[src/ffd_pkg.sv]
// Shared types, constants and the CRC-16 byte step for the frame deframer.
// No dependencies; used by ffd_front, ffd_back and the top level.
package ffd_pkg;

  localparam logic [7:0]  START_BYTE = 8'h55;
  localparam logic [7:0]  END_BYTE   = 8'hAA;
  localparam logic [15:0] CRC_INIT   = 16'hFFFF;
  localparam logic [15:0] CRC_POLY   = 16'h1021;
  localparam logic [15:0] CRC_TOP    = 16'h8000;

  localparam int QDEPTH = 2;
  localparam int QPW    = $clog2(QDEPTH);

  typedef struct packed {
    logic [7:0] data;
    logic       is_end;
  } ffd_item_t;

  typedef enum logic [3:0] {
    ST_IDLE,
    ST_CHECK,
    ST_WALK,
    ST_DRAIN,
    ST_DECIDE,
    ST_ERR,
    ST_WRD,
    ST_FIN,
    ST_PUSH
  } ffd_state_t;

  function automatic logic [15:0] crc16_byte(logic [15:0] crc_in, logic [7:0] data);
    logic [15:0] c;
    c = crc_in ^ {data, 8'h00};
    for (int b = 0; b < 8; b++) begin
      if ((c & CRC_TOP) != 16'h0000) begin
        c = {c[14:0], 1'b0} ^ CRC_POLY;
      end else begin
        c = {c[14:0], 1'b0};
      end
    end
    return c;
  endfunction

endpackage

[src/ffd_front.sv]
// Input side of the deframer: accepts bytes, flags end markers and queues them.
// Depends on ffd_pkg.
module ffd_front (
  input  logic              clk,
  input  logic              rst,
  input  logic              in_valid,
  output logic              in_stall,
  input  logic [7:0]        rx_byte,
  output logic              q_valid,
  output ffd_pkg::ffd_item_t q_item,
  input  logic              pop
);

  ffd_pkg::ffd_item_t     fifo [ffd_pkg::QDEPTH];
  logic [ffd_pkg::QPW-1:0] wr_ptr;
  logic [ffd_pkg::QPW-1:0] rd_ptr;
  logic [ffd_pkg::QPW:0]   fill;
  logic                    push;

  assign in_stall = (fill == (ffd_pkg::QPW + 1)'(ffd_pkg::QDEPTH));
  assign push     = in_valid && !in_stall;
  assign q_valid  = (fill != '0);
  assign q_item   = fifo[rd_ptr];

  always_ff @(posedge clk) begin
    if (rst) begin
      wr_ptr <= '0;
      rd_ptr <= '0;
      fill   <= '0;
    end else begin
      if (push) begin
        wr_ptr <= wr_ptr + 1'b1;
      end
      if (pop) begin
        rd_ptr <= rd_ptr + 1'b1;
      end
      case ({push, pop})
        2'b10:   fill <= fill + 1'b1;
        2'b01:   fill <= fill - 1'b1;
        default: fill <= fill;
      endcase
    end
  end

  always_ff @(posedge clk) begin
    if (push) begin
      fifo[wr_ptr].data   <= rx_byte;
      fifo[wr_ptr].is_end <= (rx_byte == ffd_pkg::END_BYTE);
    end
  end

  a_pop_needs_item: assert property (@(posedge clk) disable iff (rst) pop |-> q_valid)
    else $error("queue popped while empty");
  a_fill_bound: assert property (@(posedge clk) disable iff (rst)
    fill <= (ffd_pkg::QPW + 1)'(ffd_pkg::QDEPTH))
    else $error("queue fill beyond depth");

endmodule

[src/ffd_back.sv]
// Window engine of the deframer: circular byte window, marker check, CRC walk
// and word emission through an output register. Depends on ffd_pkg.
module ffd_back #(
  parameter int WORD_COUNT = 12
) (
  input  logic               clk,
  input  logic               rst,
  input  logic               q_valid,
  input  ffd_pkg::ffd_item_t q_item,
  output logic               pop,
  output logic               out_valid,
  input  logic               out_stall,
  output logic [31:0]        word_value,
  output logic [3:0]         word_index,
  output logic               last_word,
  output logic               crc_error
);

  localparam int FrameLen = 4 * WORD_COUNT + 4;
  localparam int CrcPos   = 4 * WORD_COUNT + 1;
  localparam int AW       = $clog2(FrameLen);
  localparam int WIW      = (WORD_COUNT > 1) ? $clog2(WORD_COUNT) : 1;

  function automatic logic [AW-1:0] wrap_add(logic [AW-1:0] a, logic [AW-1:0] b);
    logic [AW:0] s;
    s = {1'b0, a} + {1'b0, b};
    if (s >= (AW + 1)'(FrameLen)) begin
      s = s - (AW + 1)'(FrameLen);
    end
    return s[AW-1:0];
  endfunction

  ffd_pkg::ffd_state_t state, state_next;

  logic [7:0]     mem [FrameLen];
  logic [7:0]     rd_data;
  logic [AW-1:0]  head;
  logic [AW-1:0]  count;
  logic [AW-1:0]  off;
  logic [AW-1:0]  rd_off_d;
  logic           rd_vld_d;
  logic           asm_vld;
  logic           cur_end;
  logic [15:0]    crc;
  logic [15:0]    rx_crc;
  logic [1:0]     byte_ix;
  logic [WIW-1:0] word_ix;
  logic [31:0]    word_acc;

  logic           wr_en;
  logic           rd_en;
  logic [AW-1:0]  rd_addr;
  logic [AW-1:0]  wr_addr;
  logic           load_out;
  logic           out_free;
  logic           window_full;
  logic           match;
  logic           is_last;

  assign out_free    = !out_valid || !out_stall;
  assign window_full = (count == AW'(FrameLen - 1));
  assign match       = (rd_data == ffd_pkg::START_BYTE) && cur_end;
  assign is_last     = (word_ix == WIW'(WORD_COUNT - 1));
  assign wr_addr     = wrap_add(head, count);

  always_comb begin
    state_next = state;
    case (state)
      ffd_pkg::ST_IDLE: begin
        if (q_valid && window_full) state_next = ffd_pkg::ST_CHECK;
      end
      ffd_pkg::ST_CHECK: begin
        state_next = match ? ffd_pkg::ST_WALK : ffd_pkg::ST_IDLE;
      end
      ffd_pkg::ST_WALK: begin
        if (off == AW'(FrameLen - 2)) state_next = ffd_pkg::ST_DRAIN;
      end
      ffd_pkg::ST_DRAIN:  state_next = ffd_pkg::ST_DECIDE;
      ffd_pkg::ST_DECIDE: begin
        state_next = (rx_crc == crc) ? ffd_pkg::ST_WRD : ffd_pkg::ST_ERR;
      end
      ffd_pkg::ST_ERR: begin
        if (out_free) state_next = ffd_pkg::ST_IDLE;
      end
      ffd_pkg::ST_WRD: begin
        if (byte_ix == 2'd3) state_next = ffd_pkg::ST_FIN;
      end
      ffd_pkg::ST_FIN:    state_next = ffd_pkg::ST_PUSH;
      ffd_pkg::ST_PUSH: begin
        if (out_free) state_next = is_last ? ffd_pkg::ST_IDLE : ffd_pkg::ST_WRD;
      end
      default:            state_next = ffd_pkg::ST_IDLE;
    endcase
  end

  always_comb begin
    pop      = 1'b0;
    wr_en    = 1'b0;
    rd_en    = 1'b0;
    rd_addr  = wrap_add(head, off);
    load_out = 1'b0;
    case (state)
      ffd_pkg::ST_IDLE: begin
        pop     = q_valid;
        wr_en   = q_valid;
        rd_en   = q_valid;
        rd_addr = head;
      end
      ffd_pkg::ST_WALK,
      ffd_pkg::ST_WRD: begin
        rd_en = 1'b1;
      end
      ffd_pkg::ST_ERR,
      ffd_pkg::ST_PUSH: begin
        load_out = out_free;
      end
      default: begin
        rd_en = 1'b0;
      end
    endcase
  end

  always_ff @(posedge clk) begin
    if (rst) begin
      state     <= ffd_pkg::ST_IDLE;
      head      <= '0;
      count     <= '0;
      rd_vld_d  <= 1'b0;
      asm_vld   <= 1'b0;
      out_valid <= 1'b0;
    end else begin
      state    <= state_next;
      rd_vld_d <= (state == ffd_pkg::ST_WALK);
      asm_vld  <= (state == ffd_pkg::ST_WRD);
      if (state == ffd_pkg::ST_IDLE && q_valid && !window_full) begin
        count <= count + 1'b1;
      end
      if (state == ffd_pkg::ST_CHECK && !match) begin
        head <= wrap_add(head, AW'(1));
      end
      if (load_out && (state == ffd_pkg::ST_ERR || is_last)) begin
        count <= '0;
      end
      if (load_out) begin
        out_valid <= 1'b1;
      end else if (!out_stall) begin
        out_valid <= 1'b0;
      end
    end
  end

  always_ff @(posedge clk) begin
    if (wr_en) begin
      mem[wr_addr] <= q_item.data;
    end
    if (rd_en) begin
      rd_data <= mem[rd_addr];
    end
  end

  always_ff @(posedge clk) begin
    rd_off_d <= off;
    if (state == ffd_pkg::ST_IDLE) begin
      cur_end <= q_item.is_end;
    end
    case (state)
      ffd_pkg::ST_CHECK:  off <= '0;
      ffd_pkg::ST_DECIDE: off <= AW'(1);
      ffd_pkg::ST_WALK,
      ffd_pkg::ST_WRD:    off <= off + 1'b1;
      default:            off <= off;
    endcase
    if (state == ffd_pkg::ST_CHECK) begin
      crc <= ffd_pkg::CRC_INIT;
    end else if (rd_vld_d && rd_off_d < AW'(CrcPos)) begin
      crc <= ffd_pkg::crc16_byte(crc, rd_data);
    end
    if (rd_vld_d && rd_off_d == AW'(CrcPos)) begin
      rx_crc[7:0] <= rd_data;
    end
    if (rd_vld_d && rd_off_d == AW'(CrcPos + 1)) begin
      rx_crc[15:8] <= rd_data;
    end
    if (state == ffd_pkg::ST_DECIDE) begin
      byte_ix <= '0;
      word_ix <= '0;
    end else begin
      if (state == ffd_pkg::ST_WRD) begin
        byte_ix <= byte_ix + 1'b1;
      end
      if (state == ffd_pkg::ST_PUSH && load_out) begin
        word_ix <= word_ix + 1'b1;
      end
    end
    if (asm_vld) begin
      word_acc <= {rd_data, word_acc[31:8]};
    end
    if (load_out) begin
      if (state == ffd_pkg::ST_ERR) begin
        word_value <= '0;
        word_index <= '0;
        last_word  <= 1'b1;
        crc_error  <= 1'b1;
      end else begin
        word_value <= word_acc;
        word_index <= 4'(word_ix);
        last_word  <= is_last;
        crc_error  <= 1'b0;
      end
    end
  end

  a_count_bound: assert property (@(posedge clk) disable iff (rst)
    count <= AW'(FrameLen - 1))
    else $error("window count beyond frame length");
  a_walk_full: assert property (@(posedge clk) disable iff (rst)
    (state == ffd_pkg::ST_WALK || state == ffd_pkg::ST_WRD) |-> window_full)
    else $error("frame walk on a window that is not full");
  a_error_form: assert property (@(posedge clk) disable iff (rst)
    (out_valid && crc_error) |-> (last_word && word_value == 32'h0 && word_index == 4'h0))
    else $error("malformed error result");

endmodule

[src/feedback_frame_deframer_crc16.sv]
// Top level of the feedback frame deframer with CRC-16/CCITT-FALSE check.
// Depends on ffd_pkg, ffd_front and ffd_back.
//
// Input channel: rx_byte with in_valid / in_stall; a transfer happens on a
// rising edge with in_valid high and in_stall low. Output channel: word_value,
// word_index, last_word and crc_error with out_valid / out_stall, same rule.
// Bytes fill a window one frame long (4*WORD_COUNT+4 bytes) held in a memory
// with one write and one read port. A byte is registered in the queue and can
// leave it from the cycle after its transfer. Until the window is full the
// engine stores each byte as it leaves the queue; once full, each byte takes
// two steps in the window engine (store with the oldest byte read back, then
// marker check). A byte that completes a framed window starts a walk over the
// memory, one byte a cycle, followed by a drain step and the CRC decision;
// each payload word then takes four reads, one merge and one load, the load
// waiting for a free output register, as does the error load after a bad CRC.
// The single read port serialises these steps. A two-entry queue decouples
// the input from the window engine, so bytes are taken during a walk until
// the queue fills. Sync reset (rst) empties the queue, the window and the
// output register; window contents need no clearing. While out_stall is high
// the result held stays unchanged and the engine waits on its next result.
module feedback_frame_deframer_crc16 #(
  parameter int WORD_COUNT = 12
) (
  input  logic        clk,
  input  logic        rst,
  input  logic        in_valid,
  output logic        in_stall,
  input  logic [7:0]  rx_byte,
  output logic        out_valid,
  input  logic        out_stall,
  output logic [31:0] word_value,
  output logic [3:0]  word_index,
  output logic        last_word,
  output logic        crc_error
);

  logic               q_valid;
  ffd_pkg::ffd_item_t q_item;
  logic               pop;

  ffd_front u_front (
    .clk      (clk),
    .rst      (rst),
    .in_valid (in_valid),
    .in_stall (in_stall),
    .rx_byte  (rx_byte),
    .q_valid  (q_valid),
    .q_item   (q_item),
    .pop      (pop)
  );

  ffd_back #(
    .WORD_COUNT (WORD_COUNT)
  ) u_back (
    .clk        (clk),
    .rst        (rst),
    .q_valid    (q_valid),
    .q_item     (q_item),
    .pop        (pop),
    .out_valid  (out_valid),
    .out_stall  (out_stall),
    .word_value (word_value),
    .word_index (word_index),
    .last_word  (last_word),
    .crc_error  (crc_error)
  );

endmodule
[config.mk]
export PLATFORM = sky130hd
export DESIGN_NAME = feedback_frame_deframer_crc16
export DESIGN_NICKNAME = d
export VERILOG_FILES = /design/src/ffd_pkg.sv /design/src/ffd_front.sv /design/src/ffd_back.sv /design/src/feedback_frame_deframer_crc16.sv
export SDC_FILE = /design/constraint.sdc
export NUM_CORES = 1
export LEC_CHECK = 0
export ABC_AREA = 1
export BUFFER_PORTS_ARGS = -buffer_cell sky130_fd_sc_hd__buf_4
export CORE_UTILIZATION = 40
export CTS_CLUSTER_SIZE = 14
export DETAILED_ROUTE_END_ITERATION = 10
export RECOVER_POWER = 25
export SKIP_CTS_REPAIR_TIMING = 1
export SYNTH_ARGS = -nofsm -noshare
export SYNTH_HDL_FRONTEND = slang
export SYNTH_SLANG_ARGS = --single-unit
[constraint.sdc]
create_clock -name clk -period 6.2 [get_ports clk]
set_input_delay 0.62 -clock clk [delete_from_list [all_inputs] [get_ports clk]]
set_output_delay 0.62 -clock clk [all_outputs]
set_load 0.03 [all_outputs]
==> results.sh <==
export IMPL_outcome="complete, but fails checks"
export IMPL_failed_checks="max-capacitance violations, max-slew violations"
export IMPL_vdd_drop_max_mv=0.246
export IMPL_ant_nets=0
export IMPL_seq_area_um2=17100
export IMPL_worstPathArrival_ps=4740
export IMPL_grt_max_degree=209
export IMPL_grt_pass1_wl_um=89300
export IMPL_drt_iter0_markers=1679
export IMPL_wirelength_um=57600
export IMPL_syn_area_um2=24900
export IMPL_drc_errors=0
export IMPL_syn_to_final_growth_pct=11.7
export IMPL_cp_start_kind="flop"
export IMPL_syn_inst=2096
export IMPL_setup_violations=0
export IMPL_clk_path_buf_depth=3
export IMPL_synth_cell_types=53
export IMPL_firstDrtPassIters=5
export IMPL_synth_seq_cells=587
export IMPL_hold_class="in -> reg"
export IMPL_start_util_pct=40.4
export IMPL_crit_path_end_kind="flop"
export IMPL_insertedDiodeCount=0
export IMPL_die_w_um=251
export IMPL_p_leak_nw=10.1
export IMPL_layout_nets=2162
export IMPL_n_fill_cell=5619
export IMPL_crit_family="simple AND/OR/NAND/NOR gates"
export IMPL_cts_tree="built"
export IMPL_dieArea_um2=63200
export IMPL_hold_slack_ps=244
export IMPL_path_max_fanout=25
export IMPL_fin_setup_tns_ps=0
export IMPL_drv_slew=126
export IMPL_rsz0062_at_grt="false"
export IMPL_critPathSlowestCell="nand2_1"
export IMPL_vias=15800
export IMPL_synth_edf_count=535
export IMPL_core_um2=61600
export IMPL_maxCapViolations=3
export IMPL_r2r_slack_ps=1840
export IMPL_viasPerCell=5.24
export IMPL_cts_buffers_inserted=60
export IMPL_insertion_delay_ps=640
export IMPL_async_flop_share_pct=0
export IMPL_clkSinkCount=587
export IMPL_path_common_cell="nand3_1"
export IMPL_power_density_nw_per_um2=341
export IMPL_fin_skew_ps=33.7
export IMPL_avgSynthCellArea_um2=11.9
export IMPL_wire_per_inst_um=19.1
export IMPL_synthFlopType="edfxtp_1"
export IMPL_post_dp_hpwl_um=34600
export IMPL_htreeDepth=2
export IMPL_routabilityCongestion=0.862
export IMPL_period_needed_ps=4360
export IMPL_slowest_delay_ps=700
export IMPL_worst_slew_margin_rel_pct=-80.7
export IMPL_rows=91
export IMPL_yosys_warnings=0
export IMPL_multiInputGateArea_um2=6640
export IMPL_worst_pin_slew_ps=2710
export IMPL_cp_num_buf_inv=3
export IMPL_grt_antenna_before_repair=0
export IMPL_grt_remaining_overflow=0
export IMPL_pin_count=52
export IMPL_min_period_over_period_pct=70.4
export IMPL_syn_nets=2136
export IMPL_fmax_ghz=0.229
export IMPL_cts_root_buf="clkbuf_16"
export IMPL_hold_viol=0
export IMPL_portBuffers=51
export IMPL_worstPathRequired_ps=6580
export IMPL_yosysSeqAreaShare_pct=68.7
export IMPL_clk_pin_slew_ps=60
export IMPL_worstSetupPathType="reg -> reg"
export IMPL_crit_chain="ha_1, inv_1, fa_1, xor2_2, inv_1, ha_1, nand3b_1, nand3_1, nand3_1, nand2_2, nand2_1, nand3_1, nand2_1, inv_2, nand3_1, nand3_1, nand3_1, nand2_1"
export IMPL_grtUsageTotal_pct=18.2
export IMPL_layout_drive_gt1_share_pct=6.58
export IMPL_die_y_um=251
export IMPL_first_global_vias=15200
## metrics by stage
stage	total power [W]	std cells	utilization [%]	worst slack (ps)	instance area, µm²
after detailed placement	0.00597	2897	42.3	1590	26000
after CTS	0.00957	3009	45.5	1550	28000
after global placement	0.00594	2897	42.3	1820	26000
after global routing	0.00981	3009	45.2	1480	27800
final	0.00949	3009	45.2	1840	27800
after floorplan	0.00553	2096	-	2950	24900
## state kept, by name, summed over array words and instances (netlist names), 4 cells and up, named ones only
register / cells
u_back.rx_crc: 16
u_back.word_value: 32
u_back.crc: 16
u_back.rd_data: 8
u_back.off: 6
u_back.count: 6
u_back.head: 6
u_back.rd_off_d: 6
u_back.word_acc: 32
u_back.word_ix: 4
u_back.state: 4
u_back.mem: 416
u_front.fifo: 18
u_back.word_index: 4
## cell usage after synthesis (4+ instances only)
library cell / instances / area share, %
inv_2: 4 / 0.060
buf_1: 9 / 0.14
dfxtp_1: 52 / 4.2
nor3_1: 8 / 0.16
ha_1: 26 / 1.3
o32ai_1: 40 / 1.4
xor2_1: 29 / 1.0
buf_2: 24 / 0.48
nand2_2: 7 / 0.18
o22a_1: 8 / 0.28
nand2_1: 147 / 2.2
o21ai_0: 128 / 2.6
clkbuf_1: 57 / 0.86
a21oi_1: 28 / 0.56
o22ai_1: 48 / 1.2
o21bai_1: 56 / 1.7
buf_4: 8 / 0.24
nor2_1: 398 / 6.0
nand3b_1: 20 / 0.60
edfxtp_1: 535 / 65
nand3_1: 157 / 3.2
xnor2_1: 18 / 0.63
or3_1: 8 / 0.20
o211ai_1: 14 / 0.42
o2111ai_1: 8 / 0.28
nand2_4: 4 / 0.18
nand4_1: 17 / 0.43
inv_1: 190 / 2.9
mux2_2: 9 / 0.41
## power by group
part	switching, W	internal [W]	total (W)
Sequential	0.000154	0.00476	0.00492
Clock	0.00153	0.00210	0.00362
Combinational	0.000707	0.000244	0.000951
## cell type report
| type | count | area share (%) |
|---|---|---|
| multi-input combinational | 1214 | 23.9 |
| tap | 837 | 3.77 |
| clock buffer | 72 | 5.64 |
| sequential | 587 | 61.5 |
| inverter | 197 | 2.69 |
| timing repair buffer | 62 | 1.08 |
| clock inverter | 40 | 1.44 |
## cell usage in the layout, fill, tap and decap left out, types with 4 or more instances in the layout
master | Yosys | final
o211ai_1 | 14 | 14
o21ai_0 | 128 | 128
xnor2_1 | 18 | 18
o22a_1 | 8 | 8
clkbuf_1 | 57 | 65
inv_1 | 190 | 190
or3_1 | 8 | 8
mux2_2 | 9 | 8
nand2_4 | 4 | 4
ha_1 | 26 | 26
o21bai_1 | 56 | 56
o32ai_1 | 40 | 40
o22ai_1 | 48 | 48
o21ai_4 | 3 | 4
a21oi_1 | 28 | 28
nor2_1 | 398 | 396
nand2_2 | 7 | 8
xor2_1 | 29 | 29
nor3_1 | 8 | 8
nand3_1 | 157 | 157
clkbuf_16 | 0 | 61
o2111ai_1 | 8 | 8
clkinv_1 | 1 | 17
edfxtp_1 | 535 | 535
clkinv_2 | 0 | 10
bufinv_16 | 0 | 7
buf_4 | 8 | 5
nand3b_1 | 20 | 20
nand2_1 | 147 | 146
dfxtp_1 | 52 | 52
nand4_1 | 17 | 17
## cell families (layout without fill, tap and decap cells)
| family | count (synthesis) | in the layout | share of synthesized area, % |
|---|---|---|---|
| mux | 9 | 9 | 0.407 |
| buf+inv | 295 | 371 | 4.71 |
| fa+ha+maj | 28 | 28 | 1.47 |
| xor+xnor | 50 | 50 | 1.94 |
| simple gates | 781 | 781 | 13.7 |
| compound gates | 346 | 346 | 9.08 |
| flops | 587 | 587 | 68.7 |
## worst paths after layout
path	from	endpoint	depth (start not counted)
worst min register to register	u_back.word_acc[29]	u_back.word_acc[21]	0
worst min-delay path	rx_byte[2]	u_front.fifo[0][3]	1
worst max register to register	u_back.head[0]	u_back.rd_data[4]	18
worst max-delay path	u_back.head[0]	u_back.rd_data[4]	18
## layer usage
| metal | vias up | routed length, µm | GRT usage, % |
|---|---|---|---|
| li1 | 7468 | - | - |
| met1 | 7766 | 25400 | 25.1 |
| met2 | 459 | 27500 | 30.0 |
| met3 | 86 | 3330 | 2.46 |
| met4 | 0 | 1380 | 5.56 |
| met5 | - | 0 | 0 |
Power figures use the tool's default switching activity.
